### src/hdl/clnb_pkg.sv
// shared types, codes and constants of the character lcd nibble bus controller
`default_nettype none
package clnb_pkg;

   localparam int BATCH_MAX = 5;
   localparam int COUNT_W = $clog2(BATCH_MAX + 1);
   localparam int ATTEMPT_W = 10;
   localparam int SETTLE_W = 13;

   typedef enum logic [1:0] {
      KIND_CMD    = 2'd0,
      KIND_DATA   = 2'd1,
      KIND_STATUS = 2'd2,
      KIND_INIT   = 2'd3
   } kind_type;

   localparam logic ACT_WRITE = 1'b0;
   localparam logic ACT_READ  = 1'b1;

   localparam logic [1:0] CSR_TWO_LINE = 2'd0;
   localparam logic [1:0] CSR_TALL_FONT = 2'd1;
   localparam logic [1:0] CSR_POLL_ATTEMPTS = 2'd2;

   localparam logic [ATTEMPT_W-1:0] POLL_ATTEMPTS_RESET = 10'd999;
   localparam int BUSY_BIT = 7;

   localparam logic [3:0] RESET_NIBBLE = 4'h3;
   localparam logic [3:0] FOUR_BIT_NIBBLE = 4'h2;
   localparam logic [SETTLE_W-1:0] SETTLE_FIRST_MS = 13'd4100;
   localparam logic [SETTLE_W-1:0] SETTLE_SECOND_MS = 13'd100;
   localparam logic [SETTLE_W-1:0] SETTLE_SHORT_MS = 13'd37;

   localparam logic [7:0] INSTR_FUNC_SET = 8'h20;
   localparam logic [7:0] CMD_LINES_BIT = 8'h08;
   localparam logic [7:0] CMD_FONT_BIT = 8'h04;
   localparam logic [7:0] CMD_DISPLAY_OFF = 8'h08;
   localparam logic [7:0] INSTR_CLEAR = 8'h01;
   localparam logic [7:0] CMD_ENTRY_INC = 8'h06;

   localparam logic [2:0] STAGE_NONE = 3'd0;
   localparam logic [2:0] STAGE_FUNCTION = 3'd1;
   localparam logic [2:0] STAGE_DISPLAY = 3'd2;
   localparam logic [2:0] STAGE_CLEAR = 3'd3;

   typedef struct packed {
      logic                 two_line;
      logic                 tall_font;
      logic [ATTEMPT_W-1:0] poll_attempts;
   } cfg_type;

   typedef struct packed {
      logic                action;
      logic                reg_select;
      logic [3:0]          nibble;
      logic [SETTLE_W-1:0] settle_ms;
      logic                timed_out;
      logic                last;
   } rsp_item_type;

   typedef struct packed {
      rsp_item_type [BATCH_MAX-1:0] item;
      logic [COUNT_W-1:0]           count;
   } batch_type;

   function automatic logic [7:0] init_command(input logic [2:0] stage,
                                               input logic two_line,
                                               input logic tall_font);
      logic [7:0] cmd;
      case (stage)
         STAGE_FUNCTION: begin
            cmd = INSTR_FUNC_SET | (two_line ? CMD_LINES_BIT : 8'h00)
                  | (tall_font ? CMD_FONT_BIT : 8'h00);
         end
         STAGE_DISPLAY: cmd = CMD_DISPLAY_OFF;
         STAGE_CLEAR: cmd = INSTR_CLEAR;
         default: cmd = CMD_ENTRY_INC;
      endcase
      return cmd;
   endfunction

   function automatic rsp_item_type status_read();
      rsp_item_type r;
      r = '0;
      r.action = ACT_READ;
      return r;
   endfunction

   function automatic rsp_item_type nibble_write(input logic rs,
                                                 input logic [3:0] nib,
                                                 input logic [SETTLE_W-1:0] settle,
                                                 input logic tmo);
      rsp_item_type r;
      r = '0;
      r.action = ACT_WRITE;
      r.reg_select = rs;
      r.nibble = nib;
      r.settle_ms = settle;
      r.timed_out = tmo;
      return r;
   endfunction

endpackage
`default_nettype wire

### src/hdl/clnb_if.sv
// request and result channel interfaces
`default_nettype none
interface clnb_req_if;
   logic       valid;
   logic       ready;
   logic [1:0] kind;
   logic [7:0] value;

   modport source(output valid, kind, value, input ready);
   modport sink(input valid, kind, value, output ready);
endinterface

interface clnb_rsp_if;
   logic        valid;
   logic        ready;
   logic        action;
   logic        reg_select;
   logic [3:0]  nibble;
   logic [12:0] settle_ms;
   logic        timed_out;
   logic        last;

   modport source(output valid, action, reg_select, nibble, settle_ms, timed_out, last,
                  input ready);
   modport sink(input valid, action, reg_select, nibble, settle_ms, timed_out, last,
                output ready);
endinterface
`default_nettype wire

### src/hdl/clnb_csr.sv
// configuration registers
`default_nettype none
module clnb_csr (
   input  wire logic                          clock,
   input  wire logic                          reset,
   input  wire logic                          csr_wr_en,
   input  wire logic [1:0]                    csr_index,
   input  wire logic [clnb_pkg::ATTEMPT_W-1:0] csr_wdata,
   output clnb_pkg::cfg_type                  cfg
);

   clnb_pkg::cfg_type cfg_ff, cfg_in;

   always_comb begin
      cfg_in = cfg_ff;
      if (csr_wr_en) begin
         case (csr_index)
            clnb_pkg::CSR_TWO_LINE: cfg_in.two_line = csr_wdata[0];
            clnb_pkg::CSR_TALL_FONT: cfg_in.tall_font = csr_wdata[0];
            clnb_pkg::CSR_POLL_ATTEMPTS: cfg_in.poll_attempts = csr_wdata;
            default: cfg_in = cfg_ff;
         endcase
      end
   end

   always_ff @(posedge clock) begin
      if (reset) begin
         cfg_ff.two_line <= 1'b0;
         cfg_ff.tall_font <= 1'b0;
         cfg_ff.poll_attempts <= clnb_pkg::POLL_ATTEMPTS_RESET;
      end else begin
         cfg_ff <= cfg_in;
      end
   end

   assign cfg = cfg_ff;

endmodule
`default_nettype wire

### src/hdl/clnb_seq.sv
// input register, transfer state and per-item result batch
`default_nettype none
module clnb_seq (
   input  wire logic          clock,
   input  wire logic          reset,
   clnb_req_if.sink           req_chan,
   input  clnb_pkg::cfg_type  cfg,
   input  wire logic          drain_free,
   output wire logic          batch_load,
   output clnb_pkg::batch_type batch
);

   logic       in_valid_ff, in_valid_in;
   logic [1:0] in_kind_ff;
   logic [7:0] in_value_ff;
   logic       accept, go;

   logic                           pend_ff, pend_in;
   logic [7:0]                     byte_ff, byte_in;
   logic                           is_data_ff, is_data_in;
   logic [clnb_pkg::ATTEMPT_W-1:0] att_ff, att_in;
   logic [2:0]                     stage_ff, stage_in;

   logic [clnb_pkg::ATTEMPT_W-1:0] first_left;
   logic                           busy;
   clnb_pkg::batch_type            b;

   assign go = in_valid_ff && drain_free;
   assign req_chan.ready = !in_valid_ff || go;
   assign accept = req_chan.valid && req_chan.ready;
   assign in_valid_in = accept ? 1'b1 : (go ? 1'b0 : in_valid_ff);

   always_ff @(posedge clock) begin
      if (reset) begin
         in_valid_ff <= 1'b0;
      end else begin
         in_valid_ff <= in_valid_in;
      end
   end

   always_ff @(posedge clock) begin
      if (accept) begin
         in_kind_ff <= req_chan.kind;
         in_value_ff <= req_chan.value;
      end
   end

   // reads still allowed after the first status read of a transfer
   assign first_left = (cfg.poll_attempts == '0) ? '0 : cfg.poll_attempts - 1'b1;
   assign busy = in_value_ff[clnb_pkg::BUSY_BIT];

   always_comb begin
      pend_in = pend_ff;
      byte_in = byte_ff;
      is_data_in = is_data_ff;
      att_in = att_ff;
      stage_in = stage_ff;
      b = '0;
      case (in_kind_ff)
         clnb_pkg::KIND_CMD, clnb_pkg::KIND_DATA: begin
            if (!pend_ff) begin
               pend_in = 1'b1;
               byte_in = in_value_ff;
               is_data_in = (in_kind_ff == clnb_pkg::KIND_DATA);
               att_in = first_left;
               b.item[0] = clnb_pkg::status_read();
               b.count = 3'd1;
            end
         end
         clnb_pkg::KIND_INIT: begin
            if (!pend_ff) begin
               b.item[0] = clnb_pkg::nibble_write(1'b0, clnb_pkg::RESET_NIBBLE,
                                                  clnb_pkg::SETTLE_FIRST_MS, 1'b0);
               b.item[1] = clnb_pkg::nibble_write(1'b0, clnb_pkg::RESET_NIBBLE,
                                                  clnb_pkg::SETTLE_SECOND_MS, 1'b0);
               b.item[2] = clnb_pkg::nibble_write(1'b0, clnb_pkg::RESET_NIBBLE,
                                                  clnb_pkg::SETTLE_SHORT_MS, 1'b0);
               b.item[3] = clnb_pkg::nibble_write(1'b0, clnb_pkg::FOUR_BIT_NIBBLE,
                                                  clnb_pkg::SETTLE_SHORT_MS, 1'b0);
               b.item[4] = clnb_pkg::status_read();
               b.count = 3'd5;
               stage_in = clnb_pkg::STAGE_FUNCTION;
               pend_in = 1'b1;
               byte_in = clnb_pkg::init_command(clnb_pkg::STAGE_FUNCTION, cfg.two_line,
                                                cfg.tall_font);
               is_data_in = 1'b0;
               att_in = first_left;
            end
         end
         clnb_pkg::KIND_STATUS: begin
            if (pend_ff) begin
               if (busy && att_ff != '0) begin
                  att_in = att_ff - 1'b1;
                  b.item[0] = clnb_pkg::status_read();
                  b.count = 3'd1;
               end else begin
                  b.item[0] = clnb_pkg::nibble_write(is_data_ff, byte_ff[7:4], '0, busy);
                  b.item[1] = clnb_pkg::nibble_write(is_data_ff, byte_ff[3:0], '0, busy);
                  b.count = 3'd2;
                  pend_in = 1'b0;
                  is_data_in = 1'b0;
                  att_in = '0;
                  if (stage_ff >= clnb_pkg::STAGE_FUNCTION
                      && stage_ff <= clnb_pkg::STAGE_CLEAR) begin
                     // next init command starts polling right away
                     stage_in = stage_ff + 1'b1;
                     pend_in = 1'b1;
                     byte_in = clnb_pkg::init_command(stage_ff + 1'b1, cfg.two_line,
                                                      cfg.tall_font);
                     att_in = first_left;
                     b.item[2] = clnb_pkg::status_read();
                     b.count = 3'd3;
                  end else begin
                     stage_in = clnb_pkg::STAGE_NONE;
                  end
               end
            end
         end
         default: b = '0;
      endcase
      for (int i = 0; i < clnb_pkg::BATCH_MAX; i++) begin
         b.item[i].last = (b.count == clnb_pkg::COUNT_W'(i + 1));
      end
   end

   always_ff @(posedge clock) begin
      if (reset) begin
         pend_ff <= 1'b0;
         byte_ff <= '0;
         is_data_ff <= 1'b0;
         att_ff <= '0;
         stage_ff <= clnb_pkg::STAGE_NONE;
      end else if (go) begin
         pend_ff <= pend_in;
         byte_ff <= byte_in;
         is_data_ff <= is_data_in;
         att_ff <= att_in;
         stage_ff <= stage_in;
      end
   end

   assign batch = b;
   assign batch_load = go && (b.count != '0);

endmodule
`default_nettype wire

### src/hdl/clnb_drain.sv
// result buffer, one bus operation per cycle while the response channel is ready
`default_nettype none
module clnb_drain (
   input  wire logic           clock,
   input  wire logic           reset,
   input  wire logic           batch_load,
   input  clnb_pkg::batch_type batch,
   output wire logic           drain_free,
   clnb_rsp_if.source          rsp_chan
);

   clnb_pkg::rsp_item_type entries_ff [clnb_pkg::BATCH_MAX];
   logic [clnb_pkg::COUNT_W-1:0] count_ff, count_in;
   logic [clnb_pkg::COUNT_W-1:0] ptr_ff, ptr_in;
   clnb_pkg::rsp_item_type cur;
   logic pop, pop_last;

   assign cur = entries_ff[ptr_ff];
   assign rsp_chan.valid = (count_ff != '0);
   assign pop = rsp_chan.valid && rsp_chan.ready;
   assign pop_last = pop && cur.last;
   assign drain_free = (count_ff == '0) || pop_last;

   always_comb begin
      count_in = count_ff;
      ptr_in = ptr_ff;
      if (batch_load) begin
         count_in = batch.count;
         ptr_in = '0;
      end else if (pop_last) begin
         count_in = '0;
         ptr_in = '0;
      end else if (pop) begin
         ptr_in = ptr_ff + 1'b1;
      end
   end

   always_ff @(posedge clock) begin
      if (reset) begin
         count_ff <= '0;
         ptr_ff <= '0;
      end else begin
         count_ff <= count_in;
         ptr_ff <= ptr_in;
      end
   end

   always_ff @(posedge clock) begin
      if (batch_load) begin
         for (int i = 0; i < clnb_pkg::BATCH_MAX; i++) begin
            entries_ff[i] <= batch.item[i];
         end
      end
   end

   assign rsp_chan.action = cur.action;
   assign rsp_chan.reg_select = cur.reg_select;
   assign rsp_chan.nibble = cur.nibble;
   assign rsp_chan.settle_ms = cur.settle_ms;
   assign rsp_chan.timed_out = cur.timed_out;
   assign rsp_chan.last = cur.last;

endmodule
`default_nettype wire

### src/hdl/char_lcd_nibble_bus_controller.sv
// top level of the character lcd 4-bit bus controller
// Each request item (command byte, data byte, status reply or init start) is
// registered, decoded in one pass into a batch of zero to five bus operations,
// and the batch is handed to a result buffer that presents one operation per
// cycle on the response channel while ready is high, the final one marked with
// last. The first operation appears after the item passes the input register
// and its batch is loaded into the result buffer. The next item waits until
// the buffer is empty or presents its final operation, so a longer batch (two
// or three operations for a finished transfer, five for init) holds it back.
// Items that yield nothing (a byte arriving mid-transfer, a stray status reply)
// load no batch. The user must write configuration only while the block is
// idle; the block itself does not enforce this.
`default_nettype none
module char_lcd_nibble_bus_controller (
   input  wire logic                           clock,
   input  wire logic                           reset,
   input  wire logic                           csr_wr_en,
   input  wire logic [1:0]                     csr_index,
   input  wire logic [clnb_pkg::ATTEMPT_W-1:0] csr_wdata,
   clnb_req_if.sink                            req_chan,
   clnb_rsp_if.source                          rsp_chan
);

   clnb_pkg::cfg_type   cfg;
   clnb_pkg::batch_type batch;
   logic                batch_load;
   logic                drain_free;

   clnb_csr u_csr (
      .clock     (clock),
      .reset     (reset),
      .csr_wr_en (csr_wr_en),
      .csr_index (csr_index),
      .csr_wdata (csr_wdata),
      .cfg       (cfg)
   );

   clnb_seq u_seq (
      .clock      (clock),
      .reset      (reset),
      .req_chan   (req_chan),
      .cfg        (cfg),
      .drain_free (drain_free),
      .batch_load (batch_load),
      .batch      (batch)
   );

   clnb_drain u_drain (
      .clock      (clock),
      .reset      (reset),
      .batch_load (batch_load),
      .batch      (batch),
      .drain_free (drain_free),
      .rsp_chan   (rsp_chan)
   );

endmodule
`default_nettype wire
### src/flat_wrapper.sv
// flat-port wrapper written by rule: the top's interface ports become plain ports
module char_lcd_nibble_bus_controller_flat 
  (clock, reset, csr_wr_en, csr_index, csr_wdata, req_chan_valid, req_chan_kind, req_chan_value, req_chan_ready, rsp_chan_valid, rsp_chan_action, rsp_chan_reg_select, rsp_chan_nibble, rsp_chan_settle_ms, rsp_chan_timed_out, rsp_chan_last, rsp_chan_ready);
  clnb_req_if req_chan_i ();
  clnb_rsp_if rsp_chan_i ();
  input  wire logic clock;
  input  wire logic reset;
  input  wire logic csr_wr_en;
  input  wire logic [1:0] csr_index;
  input  wire logic [clnb_pkg::ATTEMPT_W-1:0] csr_wdata;
  input wire logic [$bits(req_chan_i.valid)-1:0] req_chan_valid;
  input wire logic [$bits(req_chan_i.kind)-1:0] req_chan_kind;
  input wire logic [$bits(req_chan_i.value)-1:0] req_chan_value;
  output wire logic [$bits(req_chan_i.ready)-1:0] req_chan_ready;
  output wire logic [$bits(rsp_chan_i.valid)-1:0] rsp_chan_valid;
  output wire logic [$bits(rsp_chan_i.action)-1:0] rsp_chan_action;
  output wire logic [$bits(rsp_chan_i.reg_select)-1:0] rsp_chan_reg_select;
  output wire logic [$bits(rsp_chan_i.nibble)-1:0] rsp_chan_nibble;
  output wire logic [$bits(rsp_chan_i.settle_ms)-1:0] rsp_chan_settle_ms;
  output wire logic [$bits(rsp_chan_i.timed_out)-1:0] rsp_chan_timed_out;
  output wire logic [$bits(rsp_chan_i.last)-1:0] rsp_chan_last;
  input wire logic [$bits(rsp_chan_i.ready)-1:0] rsp_chan_ready;
  assign req_chan_i.valid = req_chan_valid;
  assign req_chan_i.kind = req_chan_kind;
  assign req_chan_i.value = req_chan_value;
  assign req_chan_ready = req_chan_i.ready;
  assign rsp_chan_valid = rsp_chan_i.valid;
  assign rsp_chan_action = rsp_chan_i.action;
  assign rsp_chan_reg_select = rsp_chan_i.reg_select;
  assign rsp_chan_nibble = rsp_chan_i.nibble;
  assign rsp_chan_settle_ms = rsp_chan_i.settle_ms;
  assign rsp_chan_timed_out = rsp_chan_i.timed_out;
  assign rsp_chan_last = rsp_chan_i.last;
  assign rsp_chan_i.ready = rsp_chan_ready;
  char_lcd_nibble_bus_controller u_core (.clock(clock), .reset(reset), .csr_wr_en(csr_wr_en), .csr_index(csr_index), .csr_wdata(csr_wdata), .req_chan(req_chan_i), .rsp_chan(rsp_chan_i));
endmodule
### config.mk
export PLATFORM = sky130hd
export DESIGN_NAME = char_lcd_nibble_bus_controller_flat
export DESIGN_NICKNAME = d
export VERILOG_FILES = /design/src/hdl/clnb_pkg.sv /design/src/hdl/clnb_if.sv /design/src/hdl/clnb_csr.sv /design/src/hdl/clnb_seq.sv /design/src/hdl/clnb_drain.sv /design/src/hdl/char_lcd_nibble_bus_controller.sv /design/src/flat_wrapper.sv
export SDC_FILE = /design/constraint.sdc
export NUM_CORES = 1
export LEC_CHECK = 0
export BUFFER_PORTS_ARGS = -buffer_cell sky130_fd_sc_hd__buf_2
export CORE_MARGIN = 3
export CORE_UTILIZATION = 35
export DETAILED_ROUTE_END_ITERATION = 8
export GPL_TIMING_DRIVEN = 0
export PLACE_DENSITY = 0.54
export SYNTH_ARGS = -nofsm -noshare
export SYNTH_HDL_FRONTEND = slang
export SYNTH_HIERARCHICAL = 1
export SYNTH_SLANG_ARGS = --single-unit
### constraint.sdc
create_clock -name clock -period 4.76 [get_ports clock]
set_input_delay 0.714 -clock clock [delete_from_list [all_inputs] [get_ports clock]]
set_output_delay 0.714 -clock clock [all_outputs]
set_load 0.02 [all_outputs]
**Yosys cells after proc, flatten, opt, wreduce, memory -nomap -nowiden**

Memories as Yosys holds them, arrays and structs flattened. A register that Yosys moved wholly into a read port is not among the register bits.
Cells that the tools add are included.

- Add/sub/neg operators: 4
- Magnitude comparators: 2
- Eq/ne operators: 19
- Muxes and demuxes: 47
- Bitwise logic cells: 1
- Reduce and logical (&&, ||, !) cells: 30

Operator list:

| kind | number |
|---|---|
| $mux 108 | 1 |
| $mux 42 | 2 |
| $pmux 42 s2 | 1 |
| $pmux 24 s3 | 1 |
| $mux 66 | 1 |
| $mux 10 | 5 |
| $mux 24 | 2 |
| $mux 8 | 5 |
| $mux 3 | 9 |
| $pmux 8 s3 | 1 |
| $mux 21 | 1 |
| $pmux 10 s2 | 1 |
| $sub 10x1->10 const B | 2 |
| $pmux 6 s3 | 1 |
| $eq 3x2->1 const B | 4 |
| $mux 1 | 12 |
| $ne 2x2->1 const B | 6 |
| $logic_not 10->1 | 1 |
| $reduce_and 5->1 | 2 |
| $reduce_bool 10->1 | 1 |
| $logic_and 1x1->1 | 7 |
| $add 3x1->3 const B | 2 |
| $eq 2x2->1 const B | 3 |
| $eq 3x1->1 const B | 2 |
| other kinds (20) | 30 |

- Bits in registers: 52
- RAM bits: 105
- Input port bits: 27
- Output and inout port bits: 23
- Logic and storage cells: 117
- Memories: 1

Memory list:

| name | depth | bits a word | read ports | clocked after Yosys merged registers in | wr ports | RTL line | source |
|---|---|---|---|---|---|---|---|
| u_core.u_drain.entries_ff | 5 | 21 | 1 | 1 | 5 | clnb_drain.sv:12 | `clnb_pkg::rsp_item_type entries_ff [clnb_pkg::BATCH_MAX];` |

**Logic depth before layout (Yosys ltp)**

- Depth after elaboration: 10
- Gate-level depth with buffers: 11
- Depth with buffers taken out: 10

**By module**

The synthesis kept the hierarchy.

By module, submodules not included:

| module | instances | cells each | area each (µm²) | sequential area each (µm²) |
|---|---|---|---|---|
| clnb_drain | 1 | 193 | 4260.3 | 3333.2 |
| clnb_seq | 1 | 350 | 2854.0 | 780.7 |
| clnb_csr | 1 | 53 | 509.2 | 240.2 |

**Least setup slack after synthesis**

Ideal clock, no wire load.

- Path type: reg-to-reg
- From: register with a tool-made name
- To: register u_core/u_drain/count_ff[2] (netlist name)
- Library setup time: 0.060 ns
- Data arrival time: 4.981 ns
- Data required time: 4.700 ns
- Slack: -0.281 ns
- Stages on the path, launching flop included: 12
- Buffers on the path: 1
- Period minus slack after synthesis: 5.041 ns
- Cells stage by stage: dfxtp_1 -> mux2i_1 -> o221ai_2 -> nand2_1 -> nand2_1 -> and2_1 -> nand2_1 -> clkinv_1 -> or2_2 -> clkbuf_1 -> a21oi_1 -> a22o_1

RTL lines:

| element | RTL line | source |
|---|---|---|
| end signal, assigned | clnb_drain.sv:43 | `count_ff <= count_in;` |
| end, declared | clnb_drain.sv:13 | `logic [clnb_pkg::COUNT_W-1:0] count_ff, count_in;` |

**Worst setup path after layout**

- From: register u_core.u_seq.in_kind_ff[0]
- To: register u_core/u_drain/count_ff[2] (netlist name)

- Word-level cells in the longest chain between the ends: 6
- Elaborated cells between the ends (all ways): 10
- Those cells by class: 3 x eq/ne; 2 x mux; 5 x reduce/logical

RTL lines:

| element | RTL line | source |
|---|---|---|
| start, declared | clnb_seq.sv:14 | `logic [1:0] in_kind_ff;` |
| start signal, assigned | clnb_seq.sv:43 | `in_kind_ff <= req_chan.kind;` |
| $eq 2x1->1 / $logic_not 2->1 (equally long branches) | clnb_seq.sv:59 | `case (in_kind_ff)` |
| $reduce_or 2->1 | clnb_seq.sv:59 |  |
| $pmux 24 s3 (*) | clnb_seq.sv:59 |  |
| $reduce_bool 3->1 (*) | clnb_seq.sv:143 | `assign batch_load = go && (b.count != '0);` |
| $logic_and 1x1->1 (*) | clnb_seq.sv:143 |  |
| net u_core.batch_load | char_lcd_nibble_bus_controller.sv:26 | `logic batch_load;` |
| $mux 3 / $reduce_bool 2->1 (equally long branches) | n/a |  |

The timed path passes the listed nets; every way through them passes the cells marked *.
A chain may end at the register's enable or synchronous reset.

==> impl_metrics.py <==
metrics = {
    "run_status": {
        "status": "finished clean",
    },
    "placed_design": {
        "dp.cells": 992,
        "gp_congestion": 0.799,
        "dp_hpwl_um": 9570,
        "pre_cts_ws_ns": 1.34,
        "io_buffers": 49,
    },
    "logic_synthesis": {
        "async_reset_ff_frac": 0,
        "synthCells": 596,
        "ys_top_cells_by_area": "edfxtp_1 (45%), dfxtp_1 (12%), buf_4 (8.7%), mux4_2 (5.9%), mux2_2 (3.0%)",
        "ys_seq_elements": 160,
        "synth_top_cell_area_share": 0.453,
        "synth_cell_types": 64,
        "yosysTopAreaCell": "edfxtp_1",
        "yosys_warnings": 6,
        "syn_avg_cell_area_um2": 12.8,
        "syn_area_um2": 7620,
        "yosysSeqAreaShare": 0.571,
        "synthFlopType": "edfxtp_1",
        "synth-edff-count": 115,
    },
    "routing": {
        "drcViolationCount": 0,
        "vias": 4674,
        "wl_per_cell_um": 13.6,
        "ant_nets": 0,
        "first_pass_iters": 4,
        "drtIter0Drc": 287,
        "wirelength_um": 13900,
        "routed_via_density": 4.56,
    },
    "sta": {
        "hold_ws_ns": 0.460,
        "finalSetupViolCount": 0,
        "relSlewSlack": 0.404,
        "rsz0062_at_grt": "no",
        "max_freq_ghz": 0.290,
        "final.setup.tns_ns": 0,
        "clock_skew_ns": 0.00799,
        "final_hold_viol_count": 0,
        "report.final.slew_viol_count": 0,
        "final.min_clock_period_ns": 3.45,
        "period_share": 0.726,
        "tightest_slew_ns": 0.891,
        "setup_ws_ns": 1.31,
    },
    "final_layout": {
        "n_antenna_cell": 0,
        "drive_gt1_frac": 0.306,
        "stdcell_count": 1024,
        "final_cell_mix": "edfxtp_1 (115), buf_4 (88), conb_1 (72), buf_2 (55), dfxtp_1 (45)",
        "nets": 772,
        "area_growth_pct": 19.5,
        "layout_commonest_cell": "edfxtp_1",
        "fillers": 1976,
    },
    "clock_network": {
        "cts_max_level": 4,
        "clkLatencyLatePin_ns": 0.42,
        "cts_root_buf": "clkbuf_16",
        "post_cts_resize_count": 0,
        "cts_hold_buf": 0,
        "cts.path.max_buffers": 2,
        "path_clk_slew_ns": 0.06,
        "cts_tree": "done",
        "cts_setup_buffers": 0,
        "cts.sinks": 160,
        "cts_made_buffers": 17,
    },
    "critical_path": {
        "cp.arrival_ns": 3.81,
        "cp_max_fo": 74,
        "cp-end-kind": "flop",
        "crit_path_start_kind": "flop",
        "cp.required_ns": 5.12,
        "crit_type": "flop to flop",
    },
    "grt": {
        "grt_max_degree": 75,
        "overflow": 0,
        "grt_antenna_before_repair": 0,
        "track_usage": 0.123,
        "grt_pass1_wl_um": 23300,
        "grt_pass1_vias": 4649,
    },
    "die": {
        "num_rows": 53,
        "die_h_um": 154,
        "initial_core_util": 0.359,
        "die-area_um2": 23600,
        "coreArea_um2": 21200,
        "die_w_um": 154,
        "num_io_pins": 50,
    },
    "worst_hold_path": {
        "hold_class": "flop to flop",
    },
    "power_and_ir_drop": {
        "power_density_nw_per_um2": 364,
        "finalPower_mw": 3.32,
        "leakage_nw": 3.56,
        "ir_drop_v": 0.000243,
    },
    "job": {
        "cap_violations": 0,
    },
}
[worst paths after layout]
path,to,slack (ns),start,depth (start not counted)
worst max-delay path,u_core/u_drain/count_ff[2],1.31,u_core/u_seq/in_kind_ff[0],10
worst min-delay path,u_core/u_seq/byte_ff[6],0.46,u_core/u_seq/byte_ff[6],2
worst max register to register,u_core/u_drain/count_ff[2],1.31,u_core/u_seq/in_kind_ff[0],10
worst min register to register,u_core/u_seq/byte_ff[6],0.46,u_core/u_seq/byte_ff[6],2
[kinds of logic (layout without fill, tap and decap cells)]
| logic type | count (synthesis) | count (layout) | synth area share |
|---|---|---|---|
| DFF | 160 | 160 | 0.571 |
| and+or+nand+nor | 154 | 154 | 0.108 |
| buffers and inverters | 125 | 207 | 0.110 |
| AOI/OAI and AO/OA | 81 | 81 | 0.0737 |
| muxes | 60 | 60 | 0.115 |
| adders and majority gates | 9 | 9 | 0.0148 |
| xor gates and xnor gates | 6 | 6 | 0.00689 |
| other | 1 | 72 | 0.000492 |
[report_power, final]
group	switching, mW	internal (mW)	total [mW]	leakage (nW)
clock	0.581	0.790	1.37	0.293
combinational	0.187	0.154	0.341	1.83
sequential	0.0305	1.58	1.61	1.44
[layout make-up]
| class | count | area, µm² | share of cell area |
|---|---|---|---|
| buffer | 111 | 785 | 0.0861 |
| inverter | 14 | 57.6 | 0.00632 |
| sequential | 160 | 4350 | 0.478 |
| tap | 275 | 344 | 0.0378 |
| clock buffer | 17 | 425 | 0.0467 |
| clock inverter | 15 | 174 | 0.0191 |
| multi-input combinational | 382 | 2700 | 0.296 |
| timing repair buffer | 50 | 273 | 0.0299 |
[critical path: stages, from the launching register on]
cell and delay [ns]:
edfxtp_1 0.51, nor2b_1 0.15, clkbuf_1 0.37, xnor2_1 0.24, nand2_1 0.35, clkinv_4 0.42
buf_16 0.37, or2_2 0.33, clkbuf_1 0.19, a21oi_1 0.27, a22o_1 0.17
[synth_stat cells, types with 7 or more instances]
master,count
nand3_1,11
buf_4,88
dfxtp_1,45
nor2_1,44
ha_1,9
nand2_1,21
nor4_1,9
o21ai_0,13
inv_1,13
edfxtp_1,115
mux2i_1,20
nand2b_1,15
clkbuf_1,11
nor3_1,7
mux2_2,20
mux4_2,20
a21oi_1,26
and2_1,7
[routing by layer]
metal	GRT usage	share of wire	vias up
met5	0	0	-
met2	0.202	0.49	85
met4	0.0311	0.0086	0
met1	0.162	0.47	2244
li1	-	-	2335
met3	0.0338	0.035	10
[stage by stage]
stage / instance area (µm²) / utilization
final: 9110 / 0.429
after global routing: 9110 / 0.429
after CTS: 9110 / 0.429
after detailed placement: 8510 / 0.401
after global placement: 8480 / 0.400
after floorplan: 7890 / -
[flip-flops by register name, summed over array words and instances, names as in the netlist, named ones only]
register / flops
u_core/u_seq/is_data_ff: 1
u_core/u_seq/in_kind_ff: 2
u_core/u_drain/count_ff: 3
u_core/u_drain/ptr_ff: 3
u_core/u_seq/byte_ff: 8
u_core/u_seq/att_ff: 10
u_core/u_seq/stage_ff: 3
u_core/u_seq/pend_ff: 1
u_core/u_csr/cfg: 12
u_core/u_seq/in_value_ff: 8
u_core/u_drain/entries_ff: 105
u_core/u_seq/in_valid_ff: 1
(Power assumes the default switching activity.)
